### src/hw/rtl/wma_pkg.sv
`default_nettype none
package wma_pkg;

    localparam int SAMPLE_W          = 16;
    localparam int WINDOW_LENGTH_DEF = 8;

    typedef enum logic [2:0] {
        ST_IDLE,
        ST_READ,
        ST_UPDATE,
        ST_DIV_START,
        ST_DIV,
        ST_FINISH
    } t_state;

endpackage
`default_nettype wire

### src/hw/rtl/wma_ram.sv
`default_nettype none
module wma_ram #(
    parameter  int WIDTH = 16,
    parameter  int DEPTH = 8,
    localparam int AW    = (DEPTH > 1) ? $clog2(DEPTH) : 1
) (
    input  wire logic             i_clk,
    input  wire logic             i_we,
    input  wire logic [AW-1:0]    i_waddr,
    input  wire logic [WIDTH-1:0] i_wdata,
    input  wire logic [AW-1:0]    i_raddr,
    output logic      [WIDTH-1:0] o_rdata
);

    logic [WIDTH-1:0] r_mem [DEPTH];

    always_ff @(posedge i_clk) begin
        if (i_we) begin
            r_mem[i_waddr] <= i_wdata;
        end
        o_rdata <= r_mem[i_raddr];
    end

endmodule
`default_nettype wire

### src/hw/rtl/wma_div.sv
`default_nettype none
module wma_div #(
    parameter int NW = 19,
    parameter int DW = 4
) (
    input  wire logic          i_clk,
    input  wire logic          i_rst_n,
    input  wire logic          i_start,
    input  wire logic [NW-1:0] i_dividend,
    input  wire logic [DW-1:0] i_divisor,
    output logic               o_done,
    output logic      [NW-1:0] o_quotient
);

    localparam int CNT_W = (NW > 1) ? $clog2(NW) : 1;

    logic             r_busy, n_busy;
    logic             r_done, n_done;
    logic [CNT_W-1:0] r_cnt, n_cnt;
    logic [NW-1:0]    r_q, n_q;
    logic [DW-1:0]    r_rem, n_rem;
    logic [DW-1:0]    r_dsr, n_dsr;
    logic [DW:0]      trial;
    logic [DW:0]      diff;

    always_ff @(posedge i_clk) begin
        if (!i_rst_n) begin
            r_busy <= 1'b0;
            r_done <= 1'b0;
            r_cnt  <= '0;
        end else begin
            r_busy <= n_busy;
            r_done <= n_done;
            r_cnt  <= n_cnt;
        end
        r_q   <= n_q;
        r_rem <= n_rem;
        r_dsr <= n_dsr;
    end

    always_comb begin
        trial  = {r_rem, r_q[NW-1]};
        diff   = trial - {1'b0, r_dsr};
        n_busy = r_busy;
        n_done = 1'b0;
        n_cnt  = r_cnt;
        n_q    = r_q;
        n_rem  = r_rem;
        n_dsr  = r_dsr;
        if (r_busy) begin
            if (!diff[DW]) begin
                n_rem = diff[DW-1:0];
                n_q   = {r_q[NW-2:0], 1'b1};
            end else begin
                n_rem = trial[DW-1:0];
                n_q   = {r_q[NW-2:0], 1'b0};
            end
            n_cnt = r_cnt + 1'b1;
            if (r_cnt == CNT_W'(NW - 1)) begin
                n_busy = 1'b0;
                n_done = 1'b1;
            end
        end else if (i_start) begin
            n_busy = 1'b1;
            n_cnt  = '0;
            n_q    = i_dividend;
            n_rem  = '0;
            n_dsr  = i_divisor;
        end
    end

    assign o_done     = r_done;
    assign o_quotient = r_q;

endmodule
`default_nettype wire

### src/hw/rtl/warmup_moving_average.sv
`default_nettype none
// Boxcar moving average of signed Q3.12 joint angles over the last WINDOW_LENGTH samples.
// Until the window fills, the average covers only the samples seen so far; o_window_full
// rises once WINDOW_LENGTH samples have arrived. The quotient truncates toward zero. Each
// request passes through the read, update, divide-start, divide and finish states after
// acceptance; the divide phase uses a restoring divider that retires one quotient bit per
// cycle. o_ready is low from acceptance until the result enters the output register. A finished
// result waits in the output register while the next request is accepted.
module warmup_moving_average #(
    parameter int WINDOW_LENGTH = wma_pkg::WINDOW_LENGTH_DEF
) (
    input  wire logic                          i_clk,
    input  wire logic                          i_rst_n,
    input  wire logic                          i_valid,
    output logic                               o_ready,
    input  wire logic signed [wma_pkg::SAMPLE_W-1:0] i_angle_sample,
    output logic                               o_valid,
    input  wire logic                          i_ready,
    output logic signed [wma_pkg::SAMPLE_W-1:0] o_smoothed_angle,
    output logic                               o_window_full
);

    localparam int XW = wma_pkg::SAMPLE_W;
    localparam int SW = XW + $clog2(WINDOW_LENGTH);
    localparam int CW = $clog2(WINDOW_LENGTH + 1);
    localparam int AW = (WINDOW_LENGTH > 1) ? $clog2(WINDOW_LENGTH) : 1;

    wma_pkg::t_state   r_state, n_state;

    logic [CW-1:0]        r_fill, n_fill;
    logic [AW-1:0]        r_wpos, n_wpos;
    logic signed [SW-1:0] r_sum, n_sum;
    logic signed [XW-1:0] r_sample, n_sample;
    logic                 r_out_valid, n_out_valid;
    logic signed [XW-1:0] r_out_angle, n_out_angle;
    logic                 r_out_full, n_out_full;
    logic                 r_neg, n_neg;
    logic [SW-1:0]        r_mag, n_mag;

    logic                 ram_we;
    logic [XW-1:0]        ram_rdata;
    logic signed [SW-1:0] old_ext;
    logic signed [SW-1:0] new_ext;
    logic                 full;
    logic [SW-1:0]        quotient;
    logic [SW-1:0]        signed_q;
    logic                 div_start;
    logic                 div_done;

    assign full    = (r_fill == CW'(WINDOW_LENGTH));
    assign old_ext = SW'($signed(ram_rdata));
    assign new_ext = SW'(r_sample);

    wma_ram #(
        .WIDTH(XW),
        .DEPTH(WINDOW_LENGTH)
    ) u_ram (
        .i_clk  (i_clk),
        .i_we   (ram_we),
        .i_waddr(r_wpos),
        .i_wdata(r_sample),
        .i_raddr(r_wpos),
        .o_rdata(ram_rdata)
    );

    wma_div #(
        .NW(SW),
        .DW(CW)
    ) u_div (
        .i_clk     (i_clk),
        .i_rst_n   (i_rst_n),
        .i_start   (div_start),
        .i_dividend(r_mag),
        .i_divisor (r_fill),
        .o_done    (div_done),
        .o_quotient(quotient)
    );

    always_ff @(posedge i_clk) begin
        if (!i_rst_n) begin
            r_state     <= wma_pkg::ST_IDLE;
            r_fill      <= '0;
            r_wpos      <= '0;
            r_sum       <= '0;
            r_out_valid <= 1'b0;
        end else begin
            r_state     <= n_state;
            r_fill      <= n_fill;
            r_wpos      <= n_wpos;
            r_sum       <= n_sum;
            r_out_valid <= n_out_valid;
        end
        r_sample    <= n_sample;
        r_out_angle <= n_out_angle;
        r_out_full  <= n_out_full;
        r_neg       <= n_neg;
        r_mag       <= n_mag;
    end

    always_comb begin
        n_state     = r_state;
        n_fill      = r_fill;
        n_wpos      = r_wpos;
        n_sum       = r_sum;
        n_sample    = r_sample;
        n_out_valid = r_out_valid;
        n_out_angle = r_out_angle;
        n_out_full  = r_out_full;
        n_neg       = r_neg;
        n_mag       = r_mag;
        o_ready     = 1'b0;
        ram_we      = 1'b0;
        div_start   = 1'b0;
        signed_q    = r_neg ? (~quotient + 1'b1) : quotient;

        if (r_out_valid && i_ready) begin
            n_out_valid = 1'b0;
        end

        unique case (r_state)
            wma_pkg::ST_IDLE: begin
                o_ready = 1'b1;
                if (i_valid) begin
                    n_sample = i_angle_sample;
                    n_state  = wma_pkg::ST_READ;
                end
            end
            wma_pkg::ST_READ: begin
                n_state = wma_pkg::ST_UPDATE;
            end
            wma_pkg::ST_UPDATE: begin
                ram_we = 1'b1;
                if (full) begin
                    n_sum = r_sum - old_ext + new_ext;
                end else begin
                    n_sum  = r_sum + new_ext;
                    n_fill = r_fill + 1'b1;
                end
                if (r_wpos == AW'(WINDOW_LENGTH - 1)) begin
                    n_wpos = '0;
                end else begin
                    n_wpos = r_wpos + 1'b1;
                end
                n_neg   = n_sum[SW-1];
                n_mag   = n_sum[SW-1] ? (~n_sum + 1'b1) : n_sum;
                n_state = wma_pkg::ST_DIV_START;
            end
            wma_pkg::ST_DIV_START: begin
                div_start = 1'b1;
                n_state   = wma_pkg::ST_DIV;
            end
            wma_pkg::ST_DIV: begin
                if (div_done) begin
                    n_state = wma_pkg::ST_FINISH;
                end
            end
            wma_pkg::ST_FINISH: begin
                if (!r_out_valid || i_ready) begin
                    n_out_valid = 1'b1;
                    n_out_angle = signed_q[XW-1:0];
                    n_out_full  = full;
                    n_state     = wma_pkg::ST_IDLE;
                end
            end
            default: begin
                n_state = wma_pkg::ST_IDLE;
            end
        endcase
    end

    assign o_valid          = r_out_valid;
    assign o_smoothed_angle = r_out_angle;
    assign o_window_full    = r_out_full;

    assert property (@(posedge i_clk) disable iff (!i_rst_n)
        r_fill <= CW'(WINDOW_LENGTH))
        else $error("fill count beyond window length");

    assert property (@(posedge i_clk) disable iff (!i_rst_n)
        (r_state == wma_pkg::ST_UPDATE) |=> (r_fill != '0))
        else $error("divisor zero after update");

    assert property (@(posedge i_clk) disable iff (!i_rst_n)
        div_done |-> (r_state == wma_pkg::ST_DIV))
        else $error("divider done outside divide phase");

    assert property (@(posedge i_clk) disable iff (!i_rst_n)
        (i_valid && o_ready) |=> !o_ready)
        else $error("request accepted while busy");

endmodule
`default_nettype wire
### config.mk
export PLATFORM = sky130hd
export DESIGN_NAME = warmup_moving_average
export DESIGN_NICKNAME = d
export VERILOG_FILES = /design/src/hw/rtl/wma_pkg.sv /design/src/hw/rtl/wma_ram.sv /design/src/hw/rtl/wma_div.sv /design/src/hw/rtl/warmup_moving_average.sv
export SDC_FILE = /design/constraint.sdc
export NUM_CORES = 1
export LEC_CHECK = 0
export ABC_CLOCK_PERIOD_IN_PS = 4800
export BUFFER_PORTS_ARGS = -buffer_cell sky130_fd_sc_hd__buf_2
export CAP_MARGIN = 20
export CORE_MARGIN = 1
export CORE_UTILIZATION = 62
export DETAILED_ROUTE_END_ITERATION = 12
export PLACE_DENSITY = 0.79
export SYNTH_ARGS = -nofsm -noshare
export SYNTH_HDL_FRONTEND = slang
export SYNTH_SLANG_ARGS = --single-unit
### constraint.sdc
create_clock -name i_clk -period 4.8 [get_ports i_clk]
set_input_delay 0.96 -clock i_clk [delete_from_list [all_inputs] [get_ports i_clk]]
set_output_delay 0.96 -clock i_clk [all_outputs]
set_load 0.005 [all_outputs]
==> reports/qor.yml, run 1 <==
status: "complete, no violations"
io_buffers: 38
drt-total-wl_mm: 24.8
ys_types: 78
antenna_found_initial: 0
syn_nets: 1119
clock-root-buffer: "clkbuf_16"
grt_pass1_wl_mm: 39.6
vdd.ir_drop.worst_mv: 0.356
ctsResizeCount: 0
grt_setup_unrepaired: "false"
clock_sinks: 261
grt_pass1_vias: 7953
area_growth_pct: 10.5
fin_setup_tns_ns: 0
synth_commonest_cells: "208 x edfxtp_1, 95 x inv_1, 65 x a22oi_1"
clk_pin_slew_ns: 0.06
max_freq_ghz: 0.243
post_drt_via_cell_ratio: 5.95
synth-simple-area-share: 0.0941
async_flop_share: 0
p_per_area_nw_per_um2: 435
crit_path_start_kind: "flop"
synth-adder-area-share: 0.0802
hp-class: "flop to flop"
cts_hold_buf: 0
syn_avg_cell_area_sq_um: 12.3
cap_violations: 0
clock_path_buffers: 3
worst-endpoint-required_ns: 5.07
synth_edf_count: 208
yosys.cell_count.top_type: "edfxtp_1"
drtIter0Drc: 566
dieHeight_um: 145
gp_congestion: 0.912
worst-setup-path-type: "flop to flop"
drive_above_1_share: 0.129
start_util: 0.641
synth-main-ff-cell: "edfxtp_1"
drv_slew: 0
num_vias: 8061
fin_crit_ns: 4.11
synth_compound_area_frac: 0.129
path_max_fanout: 12
cts_tree: "built"
yosys_register_bits: 261
htree_num_levels: 1
postRouteAntennaNets: 0
synthMuxAreaShare: 0.0311
synth_top_area_share: 0.495
clk_latency_ns: 0.55
synth_area_leaders: "edfxtp_1 49%, dfxtp_1 8.4%, ha_1 4.9%, a22oi_1 3.9%, fa_1 3.2%"
route.detailed.drc: 0
skew_ns: 0.0238
post-dp-hpwl_mm: 16.3
num_rows: 51
antennaDiodeCount: 0
grt_start_max_net_pins: 55
yosysTopAreaCell: "edfxtp_1"
cts_buffers: 26
synth_cells: 1030
overflow: 0
synth_top_family_by_area: "compound AO/OA/AOI/OAI gates"
postCtsSetupBuffers: 0
hold_viol: 0
dieArea_sq_um: 20900
arrival_ns: 4.38
setup_violations: 0
coreArea_sq_um: 19700
endpoint_kind: "flop"
fillerInstances: 1356
synth_xor_area_frac: 0.0458
yosys_warnings: 0
slew_headroom: 0.310
min_period_over_period: 0.857
die_w_um: 145
first_pass_iters: 5
avgRoutedWirePerCell_um: 18.3
whs_ns: 0.474
fin_nets: 1158
tightestPinTransition_ns: 1.03
boundaryPins: 39
seq_area_frac_synth: 0.579
grt_usage: 0.249
syn_area_sq_um: 12600
p_leak_nw: 5.24
==> cell type report <==
cell class	instances	area (sq um)	share of cell area
multi-input combinational	632	4840	0.347
clock buffer	35	714	0.0512
clock inverter	13	120	0.00861
sequential	261	7310	0.524
timing repair buffer	49	273	0.0195
tap	265	332	0.0238
inverter	99	372	0.0266
==> logic make-up (layout without fill, tap and decap cells) <==
logic type	Yosys count	count (layout)
adders and majority gates	69	69
and+or+nand+nor	231	231
DFF	261	261
muxes	35	35
xor gates and xnor gates	66	66
AOI/OAI and AO/OA	231	231
buffers and inverters	137	196
==> critical path, stage by stage, from the launching register on <==
cell and delay (ns):
edfxtp_1 0.52, inv_1 0.14, fa_1 0.51, inv_1 0.07, fa_1 0.48, a21oi_2 0.21, o211ai_1 0.18, and4_1 0.25
o211ai_2 0.18, and2_1 0.18, o22ai_1 0.11, o211ai_2 0.18, nand3_2 0.26, inv_2 0.24, o21ai_0 0.15, xor2_1 0.17
==> worst paths after layout <==
kind / slack [ns] / end / cells past startpoint / start
max: 0.69 / r_mag[16] / 15 / r_sample[1]
min: 0.47 / u_ram.o_rdata[1] / 2 / u_ram.r_mem[3][1]
max reg2reg: 0.69 / r_mag[16] / 15 / r_sample[1]
min reg2reg: 0.47 / u_ram.o_rdata[1] / 2 / u_ram.r_mem[3][1]
==> sequential cells by signal, summed over array words and instances (netlist names), 5 cells and up <==
signal and flops:
u_ram.r_mem 128, r_mag 19, r_sum 19, u_div.o_quotient 19
o_smoothed_angle 16, r_sample 16, u_ram.o_rdata 16, u_div.r_cnt 5
==> per-layer routing <==
| layer | wire, um | vias up | track usage |
|---|---|---|---|
| met1 | 10600 | 3844 | 0.323 |
| met5 | 0 | - | 0 |
| met4 | 644 | 0 | 0.0953 |
| li1 | - | 3858 | - |
| met2 | 12100 | 299 | 0.429 |
| met3 | 1530 | 60 | 0.0290 |
==> power breakdown <==
| group | internal [mW] | switching [mW] |
|---|---|---|
| clock network | 1.11 | 0.838 |
| registers | 2.61 | 0.0970 |
| logic | 0.581 | 0.843 |
| total | 4.30 | 1.78 |
==> through the flow <==
stage | instances | utilization | power, mW | cell area [sq um] | setup slack, ns
6_report | 1354 | 0.708 | 6.08 | 14000 | 0.686
5_1_grt | 1354 | 0.708 | 6.36 | 14000 | 0.360
4_1_cts | 1354 | 0.708 | 6.09 | 14000 | 0.663
3_5_place_dp | 1306 | 0.665 | 4.15 | 13100 | 0.708
3_3_place_gp | 1306 | 0.665 | 4.11 | 13100 | 0.856
2_1_floorplan | 1030 | - | 3.84 | 12600 | 1.24
==> placed cells by master, fill, tap and decap left out, types with 23 or more instances in the layout <==
cell type	netlist	layout
xor2_1	23	23
inv_1	95	95
clkbuf_16	0	26
a22oi_1	65	65
buf_2	2	38
ha_1	49	49
nand2_1	57	57
xnor2_1	43	43
nor2_1	59	58
a21oi_1	48	48
edfxtp_1	208	208
nand4_1	23	23
dfxtp_1	53	53
Power figures use the tool's default switching activity.
==> run 2, diff against run 1 <==
--- a/config.mk
+++ b/config.mk
@@ -11,6 +11,7 @@
 export CORE_MARGIN = 1
 export CORE_UTILIZATION = 62
 export DETAILED_ROUTE_END_ITERATION = 12
+export MAX_ROUTING_LAYER = met4
 export PLACE_DENSITY = 0.79
 export SYNTH_ARGS = -nofsm -noshare
 export SYNTH_HDL_FRONTEND = slang
==> reports/qor.yml, run 2 (synthesis gave the netlist of run 1 again) <==
status: "complete, no violations"  # unchanged
reg2reg_from: "r_sample[1]"  # unchanged
clock_sinks: 261  # unchanged
gp_congestion: 0.931  # was 0.912
top_register: "u_ram.r_mem"  # unchanged
worst-setup-path-type: "flop to flop"  # unchanged
start_util: 0.641  # unchanged
cts_tree: "built"  # unchanged
postRouteAntennaNets: 0  # unchanged
multi_input_area_sq_um: 4840  # unchanged
cts_hold_buf: 0  # unchanged
num_rows: 51  # unchanged
overflow: 0  # unchanged
worst-endpoint-required_ns: 5.07  # about the same
postCtsSetupBuffers: 0  # unchanged
post_drt_via_cell_ratio: 5.96  # was 5.95
route.detailed.drc: 0  # unchanged
crit_path_start_kind: "flop"  # unchanged
mostFrequentLayoutCells: "208 x edfxtp_1, 95 x inv_1, 65 x a22oi_1"  # unchanged
endpoint_kind: "flop"  # unchanged
clock-root-buffer: "clkbuf_16"  # unchanged
drv_slew: 0  # unchanged
fin_nets: 1158  # unchanged
grt_usage: 0.256  # was 0.249
grt_start_max_net_pins: 55  # unchanged
finalPower_mw: 6.07  # was 6.08 mW
grt.busiest_layer: "met2"  # unchanged
antennaDiodeCount: 0  # unchanged
ff2ff_path_depth: 15  # unchanged
ctsResizeCount: 0  # unchanged
clock_path_buffers: 3  # unchanged
grt_pass1_vias: 7948  # was 7953
area_growth_pct: 10.5  # unchanged
avgRoutedWirePerCell_um: 18.3  # about the same
grt_pass1_wl_mm: 39.6  # about the same
worstPathCellList: "inv_1, fa_1, inv_1, fa_1, a21oi_2, o211ai_1, and4_1, o211ai_2, and2_1, o22ai_1, o211ai_2, nand3_2, inv_2, o21ai_0, xor2_1"  # unchanged
cpPeakStageDelay_ns: 0.53  # was 0.52 ns
min_period_over_period: 0.858  # was 0.857
crit_path_start: "r_sample[1]"  # unchanged
drt-total-wl_mm: 24.8  # about the same
fillerInstances: 1356  # unchanged
design_area_sq_um: 14000  # unchanged
p_leak_nw: 5.24  # unchanged
hp-class: "flop to flop"  # unchanged
hold_depth: 2  # unchanged
arrival_ns: 4.39  # was 4.38 ns
reg2reg_slack_ns: 0.68  # was 0.69 ns
boundaryPins: 39  # unchanged
coreArea_sq_um: 19700  # unchanged
crit-reg2reg-capture: "r_mag[16]"  # unchanged
post-dp-hpwl_mm: 16.3  # unchanged
antenna_found_initial: 0  # unchanged
skew_ns: 0.0226  # was 0.0238 ns
clk_latency_ns: 0.55  # about the same
hold_viol: 0  # unchanged
grt_use_met3: 0.0293  # was 0.0290
critPathTopFamily: "compound AO/OA/AOI/OAI gates"  # unchanged
num_vias: 8074  # was 8061
max_freq_ghz: 0.243  # about the same
slew_headroom: 0.292  # was 0.310
tightestPinTransition_ns: 1.06  # was 1.03 ns
placed_cell_area_sq_um: 13100  # unchanged
utilization: 0.708  # unchanged
vdd.ir_drop.worst_mv: 0.357  # was 0.356 mV
grt_setup_unrepaired: "false"  # unchanged
cap_violations: 0  # unchanged
htree_num_levels: 1  # unchanged
dieArea_sq_um: 20900  # unchanged
setup_violations: 0  # unchanged
p_per_area_nw_per_um2: 435  # about the same
ff_latch_area_sq_um: 7310  # unchanged
drive_above_1_share: 0.129  # unchanged
fin_crit_ns: 4.12  # was 4.11 ns
first_pass_iters: 5  # unchanged
cts_buffers: 26  # unchanged
dieHeight_um: 145  # unchanged
cp_num_buf_inv: 3  # unchanged
met1_usage: 0.323  # unchanged
fin_setup_tns_ns: 0  # unchanged
drtIter0Drc: 569  # was 566
die_w_um: 145  # unchanged
largest_reg_flops: 128  # unchanged
worstHoldStart: "r_sum[13]"  # was u_ram.r_mem[3][1]
io_buffers: 38  # unchanged
holdPathEnd: "r_sum[13]"  # was u_ram.o_rdata[1]
path_max_fanout: 12  # unchanged
cpMaxStageDelayCell: "edfxtp_1"  # unchanged
clk_pin_slew_ns: 0.06  # about the same
met2_usage: 0.429  # unchanged
final_common_cell: "edfxtp_1"  # unchanged
==> run 2: cell counts in the layout (fill, tap and decap cells not counted) <==
No cell type changed its count.
==> run 2: tightest hold or removal path, stage by stage, from the launching register on <==
cell	delay, ns
dfxtp_1	0.32
nand2_1	0.05
a21oi_1	0.05
==> run 2: per-layer routing <==
layer / share of wire / vias to the layer above
li1: - / 3858
met1: 0.43 / 3863
met2: 0.49 / 291
met3: 0.061 / 62
met4: 0.026 / 0
met5: 0 / -
==> run 2: final cells by class <==
class / instances / area share
Inverter: 99 / 0.0266
Clock buffer: 35 / 0.0512
Sequential cell: 261 / 0.524
Tap cell: 265 / 0.0238
Clock inverter: 13 / 0.00861
Timing Repair Buffer: 49 / 0.0195
Multi-Input combinational cell: 632 / 0.347
==> run 2: how the worst max path moves through the flow <==
stage	endpoint	depth (start not counted)	slack (ns)
6_report	r_mag[16]	15	0.68
5_1_grt	r_mag[14]	15	0.36
4_1_cts	r_mag[16]	15	0.66
3_5_place_dp	r_mag[3]	15	0.71
3_3_place_gp	r_mag[8]	15	0.86
2_1_floorplan	r_mag[17]	14	1.24
==> run 2: power by group <==
group          switching [mW]  internal [mW]
clock network           0.837           1.11
registers              0.0973           2.61
logic                   0.842          0.581
==> run 2: metrics by stage <==
stage	cells	setup slack, ns	hold WS, ns
finish	1354	0.681	0.474
global route	1354	0.360	0.498
CTS	1354	0.663	0.478
detailed placement	1306	0.708	0.466
global placement	1306	0.856	0.456
floorplan	1030	1.24	0.444
==> run 3, diff against run 2 <==
--- a/config.mk
+++ b/config.mk
@@ -8,6 +8,7 @@
 export ABC_CLOCK_PERIOD_IN_PS = 4800
 export BUFFER_PORTS_ARGS = -buffer_cell sky130_fd_sc_hd__buf_2
 export CAP_MARGIN = 20
+export CORE_ASPECT_RATIO = 0.8
 export CORE_MARGIN = 1
 export CORE_UTILIZATION = 62
 export DETAILED_ROUTE_END_ITERATION = 12
==> reports/qor.yml, run 3 (synthesis gave the netlist of run 1 again) <==
whs_ns: 0.474  # about the same
clk_latency_ns: 0.55  # about the same
antennaDiodeCount: 0  # unchanged
p_per_area_nw_per_um2: 436  # was 435 nW/um^2
hold_viol: 0  # unchanged
start_util: 0.634  # was 0.641
post_drt_via_cell_ratio: 6.02  # was 5.96
grt_start_max_net_pins: 44  # was 55
avgRoutedWirePerCell_um: 18.8  # was 18.3 um
num_vias: 8123  # was 8074
clk_pin_slew_ns: 0.06  # about the same
skew_ns: 0.0171  # was 0.0226 ns
placed_cell_area_sq_um: 13100  # about the same
wl_met1_mm: 11.5  # was 10.6 mm
vdd.ir_drop.worst_mv: 0.357  # about the same
clock_sinks: 261  # unchanged
cap_violations: 0  # unchanged
postRouteAntennaNets: 0  # unchanged
first_pass_iters: 5  # unchanged
slew_headroom: 0.273  # was 0.292
path_max_fanout: 12  # unchanged
worst-endpoint-required_ns: 5.07  # about the same
utilization: 0.698  # was 0.708
crit_path_start_kind: "flop"  # unchanged
route.detailed.drc: 0  # unchanged
largest_reg_flops: 128  # unchanged
worst-setup-path-type: "flop to flop"  # unchanged
arrival_ns: 4.35  # was 4.39 ns
postCtsSetupBuffers: 0  # unchanged
io_buffers: 38  # unchanged
post-dp-hpwl_mm: 16.3  # about the same
ctsResizeCount: 0  # unchanged
cts_buffers: 25  # was 26
boundaryPins: 39  # unchanged
dieHeight_um: 130  # was 145 um
fin_crit_ns: 4.07  # was 4.12 ns
design_area_sq_um: 13900  # was 14000 sq um
fin_nets: 1155  # was 1158
finalPower_mw: 6.06  # was 6.07 mW
max_freq_ghz: 0.245  # was 0.243 GHz
drtIter0Drc: 753  # was 569
grt_pass1_vias: 7762  # was 7948
dr_wl_met2_mm: 11.7  # was 12.0 mm
p_leak_nw: 5.23  # was 5.24 nW
top_layer: "met4"  # unchanged
dp_cells: 1303  # was 1306
dp_slack_ns: 0.772  # was 0.708 ns
die_w_um: 162  # was 145 um
antenna_found_initial: 0  # unchanged
gp_congestion: 0.924  # was 0.931
drv_slew: 0  # unchanged
cts_hold_buf: 0  # unchanged
grt_usage: 0.257  # was 0.256
drive_above_1_share: 0.128  # was 0.129
hp-class: "flop to flop"  # unchanged
clock-root-buffer: "clkbuf_16"  # unchanged
status: "complete, no violations"  # unchanged
met3_length_mm: 1.65  # was 1.51 mm
final_cells: 1349  # was 1354
cts_tree: "built"  # unchanged
top_register: "u_ram.r_mem"  # unchanged
worst_slack_ns: 0.725  # was 0.681 ns
drt-total-wl_mm: 25.4  # was 24.8 mm
grt_setup_unrepaired: "false"  # unchanged
endpoint_kind: "flop"  # unchanged
coreArea_sq_um: 19900  # was 19700 sq um
num_rows: 46  # was 51
final_common_cell: "edfxtp_1"  # unchanged
clock_path_buffers: 3  # unchanged
mostFrequentLayoutCells: "208 x edfxtp_1, 95 x inv_1, 65 x a22oi_1"  # unchanged
fin_setup_tns_ns: 0  # unchanged
grt_pass1_wl_mm: 40.4  # was 39.6 mm
overflow: 0  # unchanged
htree_num_levels: 1  # unchanged
area_growth_pct: 10.0  # was 10.5%
min_period_over_period: 0.849  # was 0.858
dieArea_sq_um: 20900  # about the same
tightestPinTransition_ns: 1.09  # was 1.06 ns
setup_violations: 0  # unchanged
==> run 3: where the power goes <==
| group | leakage, nW | switching, mW | internal, mW |
|---|---|---|---|
| clock network | 0.398 | 0.850 | 1.07 |
| logic | 2.51 | 0.847 | 0.581 |
| registers | 2.32 | 0.100 | 2.61 |
==> run 3: critical path, cell delays in order (launching register included) <==
cell and delay (ns):
edfxtp_1 0.52, inv_1 0.15, fa_1 0.51, inv_1 0.06
fa_1 0.48, a21oi_2 0.22, o211ai_1 0.17, and4_1 0.25
o211ai_2 0.18, and2_1 0.18, o22ai_1 0.11, o211ai_2 0.18
nand3_2 0.25, inv_2 0.23, o21ai_0 0.13, xor2_1 0.17
==> run 3: per-layer routing <==
metal  GRT usage  vias up
met3      0.0310       54
met2       0.412      305
met1       0.352     3912
li1            -     3852
met4      0.0694        0
met5           -        -
==> run 3: area by class of cell <==
type | instances | area [sq um]
multi-input combinational | 632 | 4840
sequential | 261 | 7310
timing repair buffer | 47 | 258
tap | 264 | 330
inverter | 99 | 372
fill | 1440 | 6020
clock inverter | 14 | 110
clock buffer | 32 | 683
==> run 3: path summary, 6_finish.rpt <==
kind | from | end | slack (ns) | depth (start not counted)
max | r_sample[1] | r_mag[14] | 0.73 | 15
min | u_ram.r_mem[5][0] | u_ram.o_rdata[0] | 0.47 | 2
min reg2reg | u_ram.r_mem[5][0] | u_ram.o_rdata[0] | 0.47 | 2
max reg2reg | r_sample[1] | r_mag[14] | 0.73 | 15
